**src/rtl/led_blink_note_sequencer_defines.svh**
```systemverilog
//------------------------------------------------------------------------------
// LED blink note sequencer assertion macros
// Shared macros that wrap concurrent assertions with the common clock and reset.
//------------------------------------------------------------------------------
`ifndef LED_BLINK_NOTE_SEQUENCER_DEFINES_SVH
`define LED_BLINK_NOTE_SEQUENCER_DEFINES_SVH

// Same-cycle implication, disabled while reset is asserted.
`define LBNS_ASSERT_NOW(lbl, clk, rstn, ante, cons) \
    lbl: assert property (@(posedge clk) disable iff (!(rstn)) (ante) |-> (cons)) \
        else $error("lbns assertion failed");

// Next-cycle implication, disabled while reset is asserted.
`define LBNS_ASSERT_NEXT(lbl, clk, rstn, ante, cons) \
    lbl: assert property (@(posedge clk) disable iff (!(rstn)) (ante) |=> (cons)) \
        else $error("lbns assertion failed");

`endif

```
**src/rtl/lbns_pkg.sv**
```systemverilog
//------------------------------------------------------------------------------
// LED blink note sequencer package
// Request and result types, command codes and reset constants.
//------------------------------------------------------------------------------
`timescale 1ns / 1ps
`default_nettype none

package lbns_pkg;

    localparam logic [1:0] CMD_TICK     = 2'd0;
    localparam logic [1:0] CMD_START    = 2'd1;
    localparam logic [1:0] CMD_CLEAR    = 2'd2;
    localparam logic [1:0] CMD_RESERVED = 2'd3;

    localparam logic [7:0] BRIGHTNESS_RESET = 8'd32;

    typedef struct packed {
        logic [1:0] command;
        logic [1:0] channel;
        logic [6:0] on_frames;
        logic [6:0] off_frames;
        logic [7:0] repeat_count;
        logic       red_bit;
        logic       green_bit;
        logic       blue_bit;
        logic [7:0] start_note;
        logic [7:0] note_step;
    } in_item_t;

    typedef struct packed {
        logic       led_action;
        logic [7:0] red_level;
        logic [7:0] green_level;
        logic [7:0] blue_level;
        logic       play_note;
        logic       stop_note;
        logic [7:0] tone_value;
        logic       last;
    } out_item_t;

    // Results caused by one request: count is 0, 1 or 2.
    typedef struct packed {
        logic [1:0] count;
        out_item_t  first;
        out_item_t  second;
    } evt_t;

endpackage

`default_nettype wire

```
**src/rtl/led_blink_note_sequencer.sv**
```systemverilog
//------------------------------------------------------------------------------
// LED blink note sequencer
// Several blink channels sharing one RGB LED and one tone voice.
//------------------------------------------------------------------------------
// Throughput: one request per cycle while the result queue has room for two.
// Results are written into the registered result queue and leave on m_ from its head.
// The four-entry result queue sets the rate: s_ready drops at three or more held
// results, after back-to-back two-result requests or while m_ready is held low.
// Reset (aresetn low, synchronous) clears all channels, the LED owner and the
// queue, and sets brightness to 32.
//------------------------------------------------------------------------------
`timescale 1ns / 1ps
`default_nettype none

`include "led_blink_note_sequencer_defines.svh"

module led_blink_note_sequencer #(
    parameter int CHANNELS = 2
) (
    input  wire logic                aclk,
    input  wire logic                aresetn,
    // Request channel.
    input  wire logic                s_valid,
    output logic                     s_ready,
    input  wire lbns_pkg::in_item_t  s_data,
    // Result channel.
    output logic                     m_valid,
    input  wire logic                m_ready,
    output lbns_pkg::out_item_t      m_data,
    // Brightness register write port.
    input  wire logic                cfg_wr_en,
    input  wire logic [7:0]          cfg_wr_data
);
    import lbns_pkg::*;

    // Brightness level used for every color component that is enabled.
    logic [7:0] brightness_reg;

    // Results of the accepted request, straight from the single-pass core.
    evt_t evt;

    // Result queue: four registered entries, up to two written per cycle,
    // one read per cycle at the head.
    out_item_t  queue_mem [4];
    logic [1:0] wr_ptr_reg;
    logic [1:0] rd_ptr_reg;
    logic [2:0] count_reg;
    logic [2:0] count_next;

    logic       accept;
    logic       pop;
    logic [1:0] push_n;

    // A request may cause two results, so room for two is required.
    assign s_ready = (count_reg <= 3'd2);
    assign accept  = s_valid && s_ready;
    assign m_valid = (count_reg != 3'd0);
    assign m_data  = queue_mem[rd_ptr_reg];
    assign pop     = m_valid && m_ready;
    assign push_n  = accept ? evt.count : 2'd0;

    assign count_next = count_reg + {1'b0, push_n} - {2'b00, pop};

    lbns_core #(
        .CHANNELS (CHANNELS)
    ) u_core (
        .aclk       (aclk),
        .aresetn    (aresetn),
        .in_fire    (accept),
        .in_item    (s_data),
        .brightness (brightness_reg),
        .evt        (evt)
    );

    always_ff @(posedge aclk) begin
        if (!aresetn) begin
            brightness_reg <= BRIGHTNESS_RESET;
        end else if (cfg_wr_en) begin
            brightness_reg <= cfg_wr_data;
        end
    end

    always_ff @(posedge aclk) begin
        if (!aresetn) begin
            wr_ptr_reg <= 2'd0;
            rd_ptr_reg <= 2'd0;
            count_reg  <= 3'd0;
        end else begin
            wr_ptr_reg <= wr_ptr_reg + push_n;
            if (pop) begin
                rd_ptr_reg <= rd_ptr_reg + 2'd1;
            end
            count_reg <= count_next;
        end
    end

    // Queue payload carries no reset.
    always_ff @(posedge aclk) begin
        if (push_n != 2'd0) begin
            queue_mem[wr_ptr_reg] <= evt.first;
        end
        if (push_n == 2'd2) begin
            queue_mem[wr_ptr_reg + 2'd1] <= evt.second;
        end
    end

    // The queue never holds more than its four entries.
    `LBNS_ASSERT_NOW(a_queue_bound, aclk, aresetn, 1'b1, count_reg <= 3'd4)

    // A result that is not the last of its request always has its partner
    // queued behind it, since both are written in the same cycle.
    `LBNS_ASSERT_NOW(a_pair_kept, aclk, aresetn, m_valid && !m_data.last, count_reg >= 3'd2)

    // Taking a result while nothing is written shrinks the queue by one.
    `LBNS_ASSERT_NEXT(a_pop_drains, aclk, aresetn, pop && (push_n == 2'd0),
                      count_reg == $past(count_reg) - 3'd1)

endmodule

`default_nettype wire

```
**src/rtl/lbns_core.sv**
```systemverilog
//------------------------------------------------------------------------------
// LED blink note sequencer core
// Per-channel pattern state and the single-pass request evaluation.
//------------------------------------------------------------------------------
`timescale 1ns / 1ps
`default_nettype none

module lbns_core #(
    parameter int CHANNELS = 2
) (
    input  wire logic             aclk,
    input  wire logic             aresetn,
    input  wire logic             in_fire,
    input  wire lbns_pkg::in_item_t in_item,
    input  wire logic [7:0]       brightness,
    output lbns_pkg::evt_t        evt
);
    import lbns_pkg::*;

    localparam int OWN_W = $clog2(CHANNELS);

    logic            lit_reg   [CHANNELS];
    logic            lit_next  [CHANNELS];
    logic [6:0]      fc_reg    [CHANNELS];
    logic [6:0]      fc_next   [CHANNELS];
    logic [7:0]      rep_reg   [CHANNELS];
    logic [7:0]      rep_next  [CHANNELS];
    logic [6:0]      on_reg    [CHANNELS];
    logic [6:0]      on_next   [CHANNELS];
    logic [6:0]      off_reg   [CHANNELS];
    logic [6:0]      off_next  [CHANNELS];
    logic [2:0]      color_reg [CHANNELS];
    logic [2:0]      color_next[CHANNELS];
    logic [7:0]      note_reg  [CHANNELS];
    logic [7:0]      note_next [CHANNELS];
    logic [7:0]      inc_reg   [CHANNELS];
    logic [7:0]      inc_next  [CHANNELS];
    logic [OWN_W-1:0] owner_reg;
    logic [OWN_W-1:0] owner_next;

    function automatic logic [6:0] dur(input logic [6:0] t);
        return (t == 7'd0) ? 7'd1 : t;
    endfunction

    // Queue a result; beyond two, later results merge into the second one.
    function automatic evt_t evt_push(input evt_t q, input out_item_t e);
        evt_t r;
        r = q;
        case (q.count)
            2'd0: begin
                r.first = e;
                r.count = 2'd1;
            end
            2'd1: begin
                r.second = e;
                r.count  = 2'd2;
            end
            default: begin
                r.second.led_action  = e.led_action;
                r.second.red_level   = e.red_level;
                r.second.green_level = e.green_level;
                r.second.blue_level  = e.blue_level;
                r.second.stop_note   = r.second.stop_note | e.stop_note;
                if (e.play_note) begin
                    r.second.play_note  = 1'b1;
                    r.second.tone_value = e.tone_value;
                end
            end
        endcase
        return r;
    endfunction

    always_comb begin
        out_item_t  e;
        evt_t       q;
        logic [3:0] ch_ext;
        logic       all_ch;
        logic       off;
        logic       hit;

        lit_next   = lit_reg;
        fc_next    = fc_reg;
        rep_next   = rep_reg;
        on_next    = on_reg;
        off_next   = off_reg;
        color_next = color_reg;
        note_next  = note_reg;
        inc_next   = inc_reg;
        owner_next = owner_reg;
        q          = '0;
        e          = '0;
        ch_ext     = {2'b00, in_item.channel};
        all_ch     = (ch_ext == 4'(CHANNELS));
        off        = 1'b0;
        hit        = 1'b0;

        case (in_item.command)
            CMD_START: begin
                for (int i = 0; i < CHANNELS; i++) begin
                    if (ch_ext == 4'(i)) begin
                        lit_next[i]   = 1'b0;
                        fc_next[i]    = 7'd0;
                        on_next[i]    = dur(in_item.on_frames);
                        off_next[i]   = dur(in_item.off_frames);
                        rep_next[i]   = in_item.repeat_count;
                        color_next[i] = {in_item.blue_bit, in_item.green_bit, in_item.red_bit};
                        note_next[i]  = in_item.start_note;
                        inc_next[i]   = in_item.note_step;
                    end
                end
            end
            CMD_CLEAR: begin
                for (int i = 0; i < CHANNELS; i++) begin
                    if (all_ch || (ch_ext == 4'(i))) begin
                        rep_next[i]   = 8'd0;
                        on_next[i]    = 7'd0;
                        off_next[i]   = 7'd0;
                        color_next[i] = 3'd0;
                        note_next[i]  = 8'd0;
                        inc_next[i]   = 8'd0;
                    end
                end
                off = all_ch || (ch_ext == 4'(owner_reg));
                if (off) begin
                    e            = '0;
                    e.led_action = 1'b1;
                    e.stop_note  = 1'b1;
                    q            = evt_push(q, e);
                end
            end
            CMD_TICK: begin
                // Channels are visited in order; ownership taken by an earlier
                // channel in this tick is seen by the later ones.
                for (int i = 0; i < CHANNELS; i++) begin
                    if (rep_next[i] != 8'd0) begin
                        // The frame count never passes the phase time, so the
                        // phase ends at a zero count or at the time itself.
                        if (lit_next[i]) begin
                            hit = (fc_next[i] == 7'd0) || (fc_next[i] == dur(on_next[i]));
                            if (hit) begin
                                lit_next[i] = 1'b0;
                                fc_next[i]  = 7'd0;
                                rep_next[i] = rep_next[i] - 8'd1;
                                if (owner_next == OWN_W'(i)) begin
                                    e            = '0;
                                    e.led_action = 1'b1;
                                    e.stop_note  = (note_next[i] != 8'd0);
                                    q            = evt_push(q, e);
                                end
                            end
                        end else begin
                            hit = (fc_next[i] == 7'd0) || (fc_next[i] == dur(off_next[i]));
                            if (hit) begin
                                lit_next[i]   = 1'b1;
                                fc_next[i]    = 7'd0;
                                e             = '0;
                                e.red_level   = color_next[i][0] ? brightness : 8'd0;
                                e.green_level = color_next[i][1] ? brightness : 8'd0;
                                e.blue_level  = color_next[i][2] ? brightness : 8'd0;
                                if (note_next[i] != 8'd0) begin
                                    e.play_note  = 1'b1;
                                    e.tone_value = note_next[i];
                                    note_next[i] = note_next[i] + inc_next[i];
                                end
                                owner_next = OWN_W'(i);
                                q          = evt_push(q, e);
                            end
                        end
                        fc_next[i] = fc_next[i] + 7'd1;
                    end
                end
            end
            default: begin
            end
        endcase

        if (q.count == 2'd1) begin
            q.first.last = 1'b1;
        end else if (q.count == 2'd2) begin
            q.second.last = 1'b1;
        end
        evt = q;
    end

    always_ff @(posedge aclk) begin
        if (!aresetn) begin
            for (int i = 0; i < CHANNELS; i++) begin
                lit_reg[i]   <= 1'b0;
                fc_reg[i]    <= 7'd0;
                rep_reg[i]   <= 8'd0;
                on_reg[i]    <= 7'd0;
                off_reg[i]   <= 7'd0;
                color_reg[i] <= 3'd0;
                note_reg[i]  <= 8'd0;
                inc_reg[i]   <= 8'd0;
            end
            owner_reg <= '0;
        end else if (in_fire) begin
            lit_reg   <= lit_next;
            fc_reg    <= fc_next;
            rep_reg   <= rep_next;
            on_reg    <= on_next;
            off_reg   <= off_next;
            color_reg <= color_next;
            note_reg  <= note_next;
            inc_reg   <= inc_next;
            owner_reg <= owner_next;
        end
    end

endmodule

`default_nettype wire

```
**config.mk**
```make
export PLATFORM = sky130hd
export DESIGN_NAME = led_blink_note_sequencer
export DESIGN_NICKNAME = d
export VERILOG_FILES = /design/src/rtl/lbns_pkg.sv /design/src/rtl/led_blink_note_sequencer.sv /design/src/rtl/lbns_core.sv
export VERILOG_INCLUDE_DIRS = /design/src /design/src/rtl
export SDC_FILE = /design/constraint.sdc
export NUM_CORES = 1
export LEC_CHECK = 0
export ABC_AREA = 1
export BUFFER_PORTS_ARGS = -buffer_cell sky130_fd_sc_hd__clkbuf_2
export CAP_MARGIN = 15
export CORE_UTILIZATION = 69
export CTS_BUF_LIST = sky130_fd_sc_hd__clkbuf_8
export CTS_CLUSTER_SIZE = 8
export DETAILED_ROUTE_END_ITERATION = 8
export PLACE_DENSITY = 0.95
export SETUP_SLACK_MARGIN = 0.2
export SLEW_MARGIN = 10
export SYNTH_ARGS = -nofsm -noshare
export SYNTH_HDL_FRONTEND = slang
export SYNTH_SLANG_ARGS = --single-unit
export TNS_END_PERCENT = 5
```
**constraint.sdc**
```tcl
create_clock -name aclk -period 6.45 [get_ports aclk]
set_input_delay 0 -clock aclk [delete_from_list [all_inputs] [get_ports aclk]]
set_output_delay 0 -clock aclk [all_outputs]
set_load 0.01 [all_outputs]
```
---- Word-level counts from Yosys, hierarchy flattened ----
Memory sizes are Yosys's and may differ from the RTL's. A register that Yosys moved wholly into a read port is not among the register bits.
Cells that the tools add are included.
word-level totals
  logic and storage cells ................. 227
  input port bits ......................... 58
  bits in registers ....................... 114
  memory bits (writable) .................. 144
  output and inout bits ................... 38
  memories ................................ 1
operators by class
  bitwise logic cells ..................... 1
  reductions and logical operators ........ 38
  muxes and demuxes ....................... 125
  equal/unequal tests ..................... 29
  $lt $le $gt $ge ......................... 1
  $add $sub $neg .......................... 11
memories
  name       depth  bits a word  rd ports  clocked after memory_dff  write ports  line                            text
  queue_mem  4      36           1         1                         2            led_blink_note_sequencer.sv:44  out_item_t queue_mem [4];
operators by type and width
  operator               number
  $mux W74               9
  $mux W8                31
  $mux W73               3
  $mux W7                26
  $pmux W74 S2           1
  $pmux W16 S3           2
  $pmux W14 S2           3
  $mux W36               2
  $pmux W35 S2           1
  $logic_not A7 Y1       8
  $mux W1                33
  $pmux W16 S2           1
  $reduce_bool A8 Y1     4
  $eq A7 B7 Y1           4
  $ne A2 B1 Y1 const B   14
  $mux W25               1
  $add A8 B8 Y8          2
  $reduce_and A4 Y1      4
  $reduce_and A8 Y1      2
  $sub A8 B1 Y8 const B  2
  $add A7 B1 Y7 const B  2
  $reduce_and A7 Y1      2
  $mux W3                4
  $pmux W6 S2            1
  other kinds (20)       43

---- Longest topological paths before layout ----
  depth in word-level cells ............... 19
  gate-level depth with buffers ........... 27
  depth with buffers taken out ............ 26

---- Hierarchy ----
From an unflattened synthesis, not the netlist that was laid out.
second synthesis, totals
  cells, all modules ...................... 2,072
  area total of the unflattened synthesis .. 15,471.1 um2
modules (own cells, without submodules)
  module                    instances  cells an instance  sequential area each (um2)  area each (um2)
  led_blink_note_sequencer  1          940                4,664.5                     8,277.9
  lbns_core                 1          1,132              1,981.9                     7,193.1

---- Least setup slack after synthesis ----
Ideal clock, no wire load.
  path type ............................... register -> register
  start ................................... reg u_core.fc_reg[9] (netlist name)
  end ..................................... mem queue_mem[0][0] (netlist name) (enable)
  setup slack ............................. 2.863 ns
  clock period less this slack ............ 3.587 ns
  library setup time ...................... 0.394 ns
  cell stages (with the launch flop) ...... 24
  data arrival time ....................... 3.193 ns
  path buffers ............................ 3
  required time ........................... 6.056 ns
  path through ............................ dfxtp_1 > buf_2 > inv_1 > nand2_1 > nand2_1 > nor2_1 > nand2_1 > nor2_1 > nand2_1 > nand2_1 > nand3_4 > nand2_2 > ha_1 > nor2_1 > nor2_1 > o21ai_1 > inv_1 > nand2_1 > inv_2 > nor2_8 > buf_6 > nand3_4 > buf_4 > nand2_1
RTL lines
  what                    line                            text
  from (decl)             lbns_core.sv:24                 logic [6:0] fc_reg [CHANNELS];
  from (signal assigned)  lbns_core.sv:200                fc_reg <= fc_next;
  to (decl)               led_blink_note_sequencer.sv:44

==> results.yml <==
run_status:
  outcome: "completed"
placement:
  hpwl_um: 29300
  post_dp_cell_area_um2: 15800
  numPortBuffers: 95
  gp_congestion: 0.966
  dp.cells: 2373
  dpl_worst_slack_ns: 2.44
layout:
  largest_reg_flops: 144
  regMostFlops: "queue_mem"
  fin_cells: 2510
  final_layout_size_suffix_gt1_frac: 0.0956
  stdcell_area_um2: 17300
  nets: 2294
  finish.utilization: 0.791
  syn2layout_area_growth_pct: 12.0
critical_path:
  r2r-start: "u_core.fc_reg[10]"
  critPathSlowestCell: "nand2_1"
  worst_ep_arrival_time_ns: 4.45
  r2r_cells: 21
  start_kind: "flop"
  path_cells: "inv_2, nand2_1, nand2_1, nor2_1, nand2_1, nor2_1, nand3_1, nand2_1, nand4_1, nand2_2, ha_1, nor2_1, nor2_1, o21ai_1, inv_1, nand2_1, inv_2, nor2_8, nand3_4, nand2_1, buf_12"
  r2r_slack_ns: 2.25
  crit_buf_inv: 4
  crit_top_cell: "nand2_1"
  critical_path.max_fanout: 37
  max_stage_delay_ns: 0.52
  r2r_end: "queue_mem[1][35]"
  crit_type: "reg -> reg"
  required_ns: 6.69
  timing.critical_path.to_type: "flop"
  crit_family: "simple AND/OR/NAND/NOR gates"
detailed_routing:
  dr.pass1.iters: 7
  postRouteAntennaNets: 0
  via_per_inst: 6.50
  wl_per_cell_um: 19.3
  drt_iter0_drc: 2285
  dr_total_vias: 16300
  drc: 0
  routed_wl_um: 48300
sta:
  fin_skew_ns: 0.0376
  final.setup.tns_ns: 0
  hold_viol_final: 0
  drv_slew: 0
  period_share: 0.651
  fmax_mhz: 238
  slew_headroom: 0.219
  fin_ws_ns: 2.25
  worst_pin_slew_ns: 1.17
  finalSetupViolCount: 0
  hold_slack_ns: 0.0910
  rsz0062_at_grt: "no"
  fin_crit_ns: 4.20
synth:
  synth_cell_types: 43
  synth_top_area_share: 0.280
  post-synth-top-area-cell: "edfxtp_1"
  yosysWarnings: 0
  synth-seq-cells: 260
  seq_area_frac_synth: 0.430
  synth_compound_area_frac: 0.131
  synth.area.top_cells: "edfxtp_1, dfxtp_1, nand2_1"
  synthSimpleGateAreaFrac: 0.308
  syn-num-nets: 2201
  synth_mux_area_frac: 0.000647
  avgSynthCellArea_um2: 7.34
  ys.flop_type: "edfxtp_1"
  netlist_instances: 2107
  async_reset_ff_frac: 0
  synth_area_um2: 15500
  yosys-top-cells-count: "nand2_1, nor2_1, o21ai_0"
  synth_enable_flop_cells: 144
  synth_xor_area_frac: 0.0125
  synth_top_family_by_area: "simple AND/OR/NAND/NOR gates"
  yosysMostFrequentCell: "nand2_1"
  synthAdderAreaFrac: 0.0306
pwr:
  pwr-share-clk: 0.281
  p_int_mw: 3.20
  powerDensity_nw_per_um2: 297
  power_switching_mw: 1.95
  ir_drop_uv: 206
  pwr-share-seq: 0.394
  switching_share: 0.379
  power.leakage_nw: 7.59
  p_comb_frac: 0.325
  finalPower_mw: 5.15
grt:
  grt_max_degree: 121
  grt_usage: 0.419
  grt_overflow: 0
  grt_pass1_vias: 15300
  grt_pass1_wl_um: 75500
  antenna_found_initial: 1
hold_path:
  hold_path.class: "in -> reg"
  min_from: "aresetn"
  min_to: "count_reg[0]"
  hold_path_depth: 4
cts:
  cts-root-buf: "clkbuf_8"
  clk_latency_ns: 0.57
  cts_buffer_depth: 3
  cts_setup_buffers: 0
  path_clk_slew_ns: 0.07
  htreeDepth: 2
  cts_tree: "done"
  cts_made_buffers: 43
  clock_sinks: 260
floorplanning:
  num_io_pins: 96
  die-area_um2: 23000
  rows: 54
  die_h_um: 152
  core_area_um2: 21900
  initial_core_util: 0.706
  fp.dieW_um: 152
flow_run:
  max_cap_viol_count: 0
cell usage in the layout, fill, tap and decap left out, types with 4 or more instances in the layout:
cell type / synthesis / final
inv_2: 13 / 13
edfxtp_1: 144 / 144
buf_4: 5 / 22
nand2_2: 4 / 4
nor2_2: 2 / 5
o21ai_1: 11 / 11
dlygate4sd3_1: 0 / 61
nor2_1: 252 / 249
nand3_4: 5 / 5
nand4_1: 150 / 150
inv_1: 169 / 184
nor3_1: 15 / 15
xor2_1: 8 / 8
o22ai_1: 53 / 53
clkbuf_8: 0 / 56
dfxtp_1: 116 / 115
a21oi_1: 116 / 116
o21ai_0: 182 / 182
ha_1: 33 / 33
clkbuf_2: 0 / 95
nand2_1: 545 / 545
xnor2_1: 14 / 14
nand3_1: 107 / 107
o32ai_1: 5 / 5
power by group through the flow:
stage	Sequential, mW	Clock, mW	Combinational, mW
2_1_floorplan	2.01	0	1.15
3_3_place_gp	2.05	0	1.51
3_5_place_dp	2.05	0	1.56
4_1_cts	2.02	1.43	1.60
5_1_grt	2.04	1.50	1.83
6_report	2.03	1.45	1.67
metal layers:
| metal | global-route usage | vias up | wire length (um) |
|---|---|---|---|
| met5 | 0 | - | 0 |
| met4 | 0.234 | 0 | 2830 |
| met3 | 0.0895 | 324 | 5970 |
| met2 | 0.710 | 1320 | 22800 |
| met1 | 0.494 | 7342 | 16700 |
| li1 | - | 7329 | - |
layout make-up:
| class | count | area, um^2 |
|---|---|---|
| antenna | 1 | 2.50 |
| clock buffer | 56 | 771 |
| clock inverter | 18 | 71.3 |
| fill | 1447 | 4580 |
| inverter | 185 | 694 |
| multi-input combinational | 1530 | 7470 |
| sequential | 260 | 6650 |
| tap | 280 | 350 |
| timing repair buffer | 180 | 1300 |
worst register-to-register path, cell delays in order, from the launching register on:
cell     delay, ns
dfxtp_1       0.50
inv_2         0.10
nand2_1       0.07
nand2_1       0.05
nor2_1        0.11
nand2_1       0.07
nor2_1        0.10
nand3_1       0.08
nand2_1       0.09
nand4_1       0.23
nand2_2       0.23
ha_1          0.25
nor2_1        0.10
nor2_1        0.06
o21ai_1       0.06
inv_1         0.05
nand2_1       0.09
inv_2         0.07
nor2_8        0.30
nand3_4       0.47
nand2_1       0.53
buf_12        0.29
kinds of logic (layout without fill, tap and decap cells):
group                    count (synthesis)  in the layout
multiplexers                             1              1
XOR/XNOR                                22             22
AND/OR/NAND/NOR                       1091           1091
adder cells (fa/ha/maj)                 36             36
flip-flops                             260            260
buffers and inverters                  317            439
other                                    0              1
AO/OA/AOI/OAI                          380            380
worst max-delay path by stage:
stage	slack, ns	from	endpoint	depth (start not counted)
2_1_floorplan	2.86	u_core.fc_reg[9]	queue_mem[0][0]	23
3_3_place_gp	2.54	u_core.fc_reg[10]	queue_mem[1][31]	21
3_5_place_dp	2.44	u_core.fc_reg[11]	queue_mem[1][30]	21
4_1_cts	2.42	u_core.fc_reg[11]	queue_mem[1][35]	21
5_1_grt	1.91	u_core.fc_reg[11]	queue_mem[1][35]	21
6_report	2.25	u_core.fc_reg[10]	queue_mem[1][35]	21
repair_timing:
item                                   in CTS  in global routing
gates resized for setup                     0                  0
hold buffers                               61                  0
endpoints found under the hold margin      92                  0
Note: power is estimated with default switching activity, not from simulation.
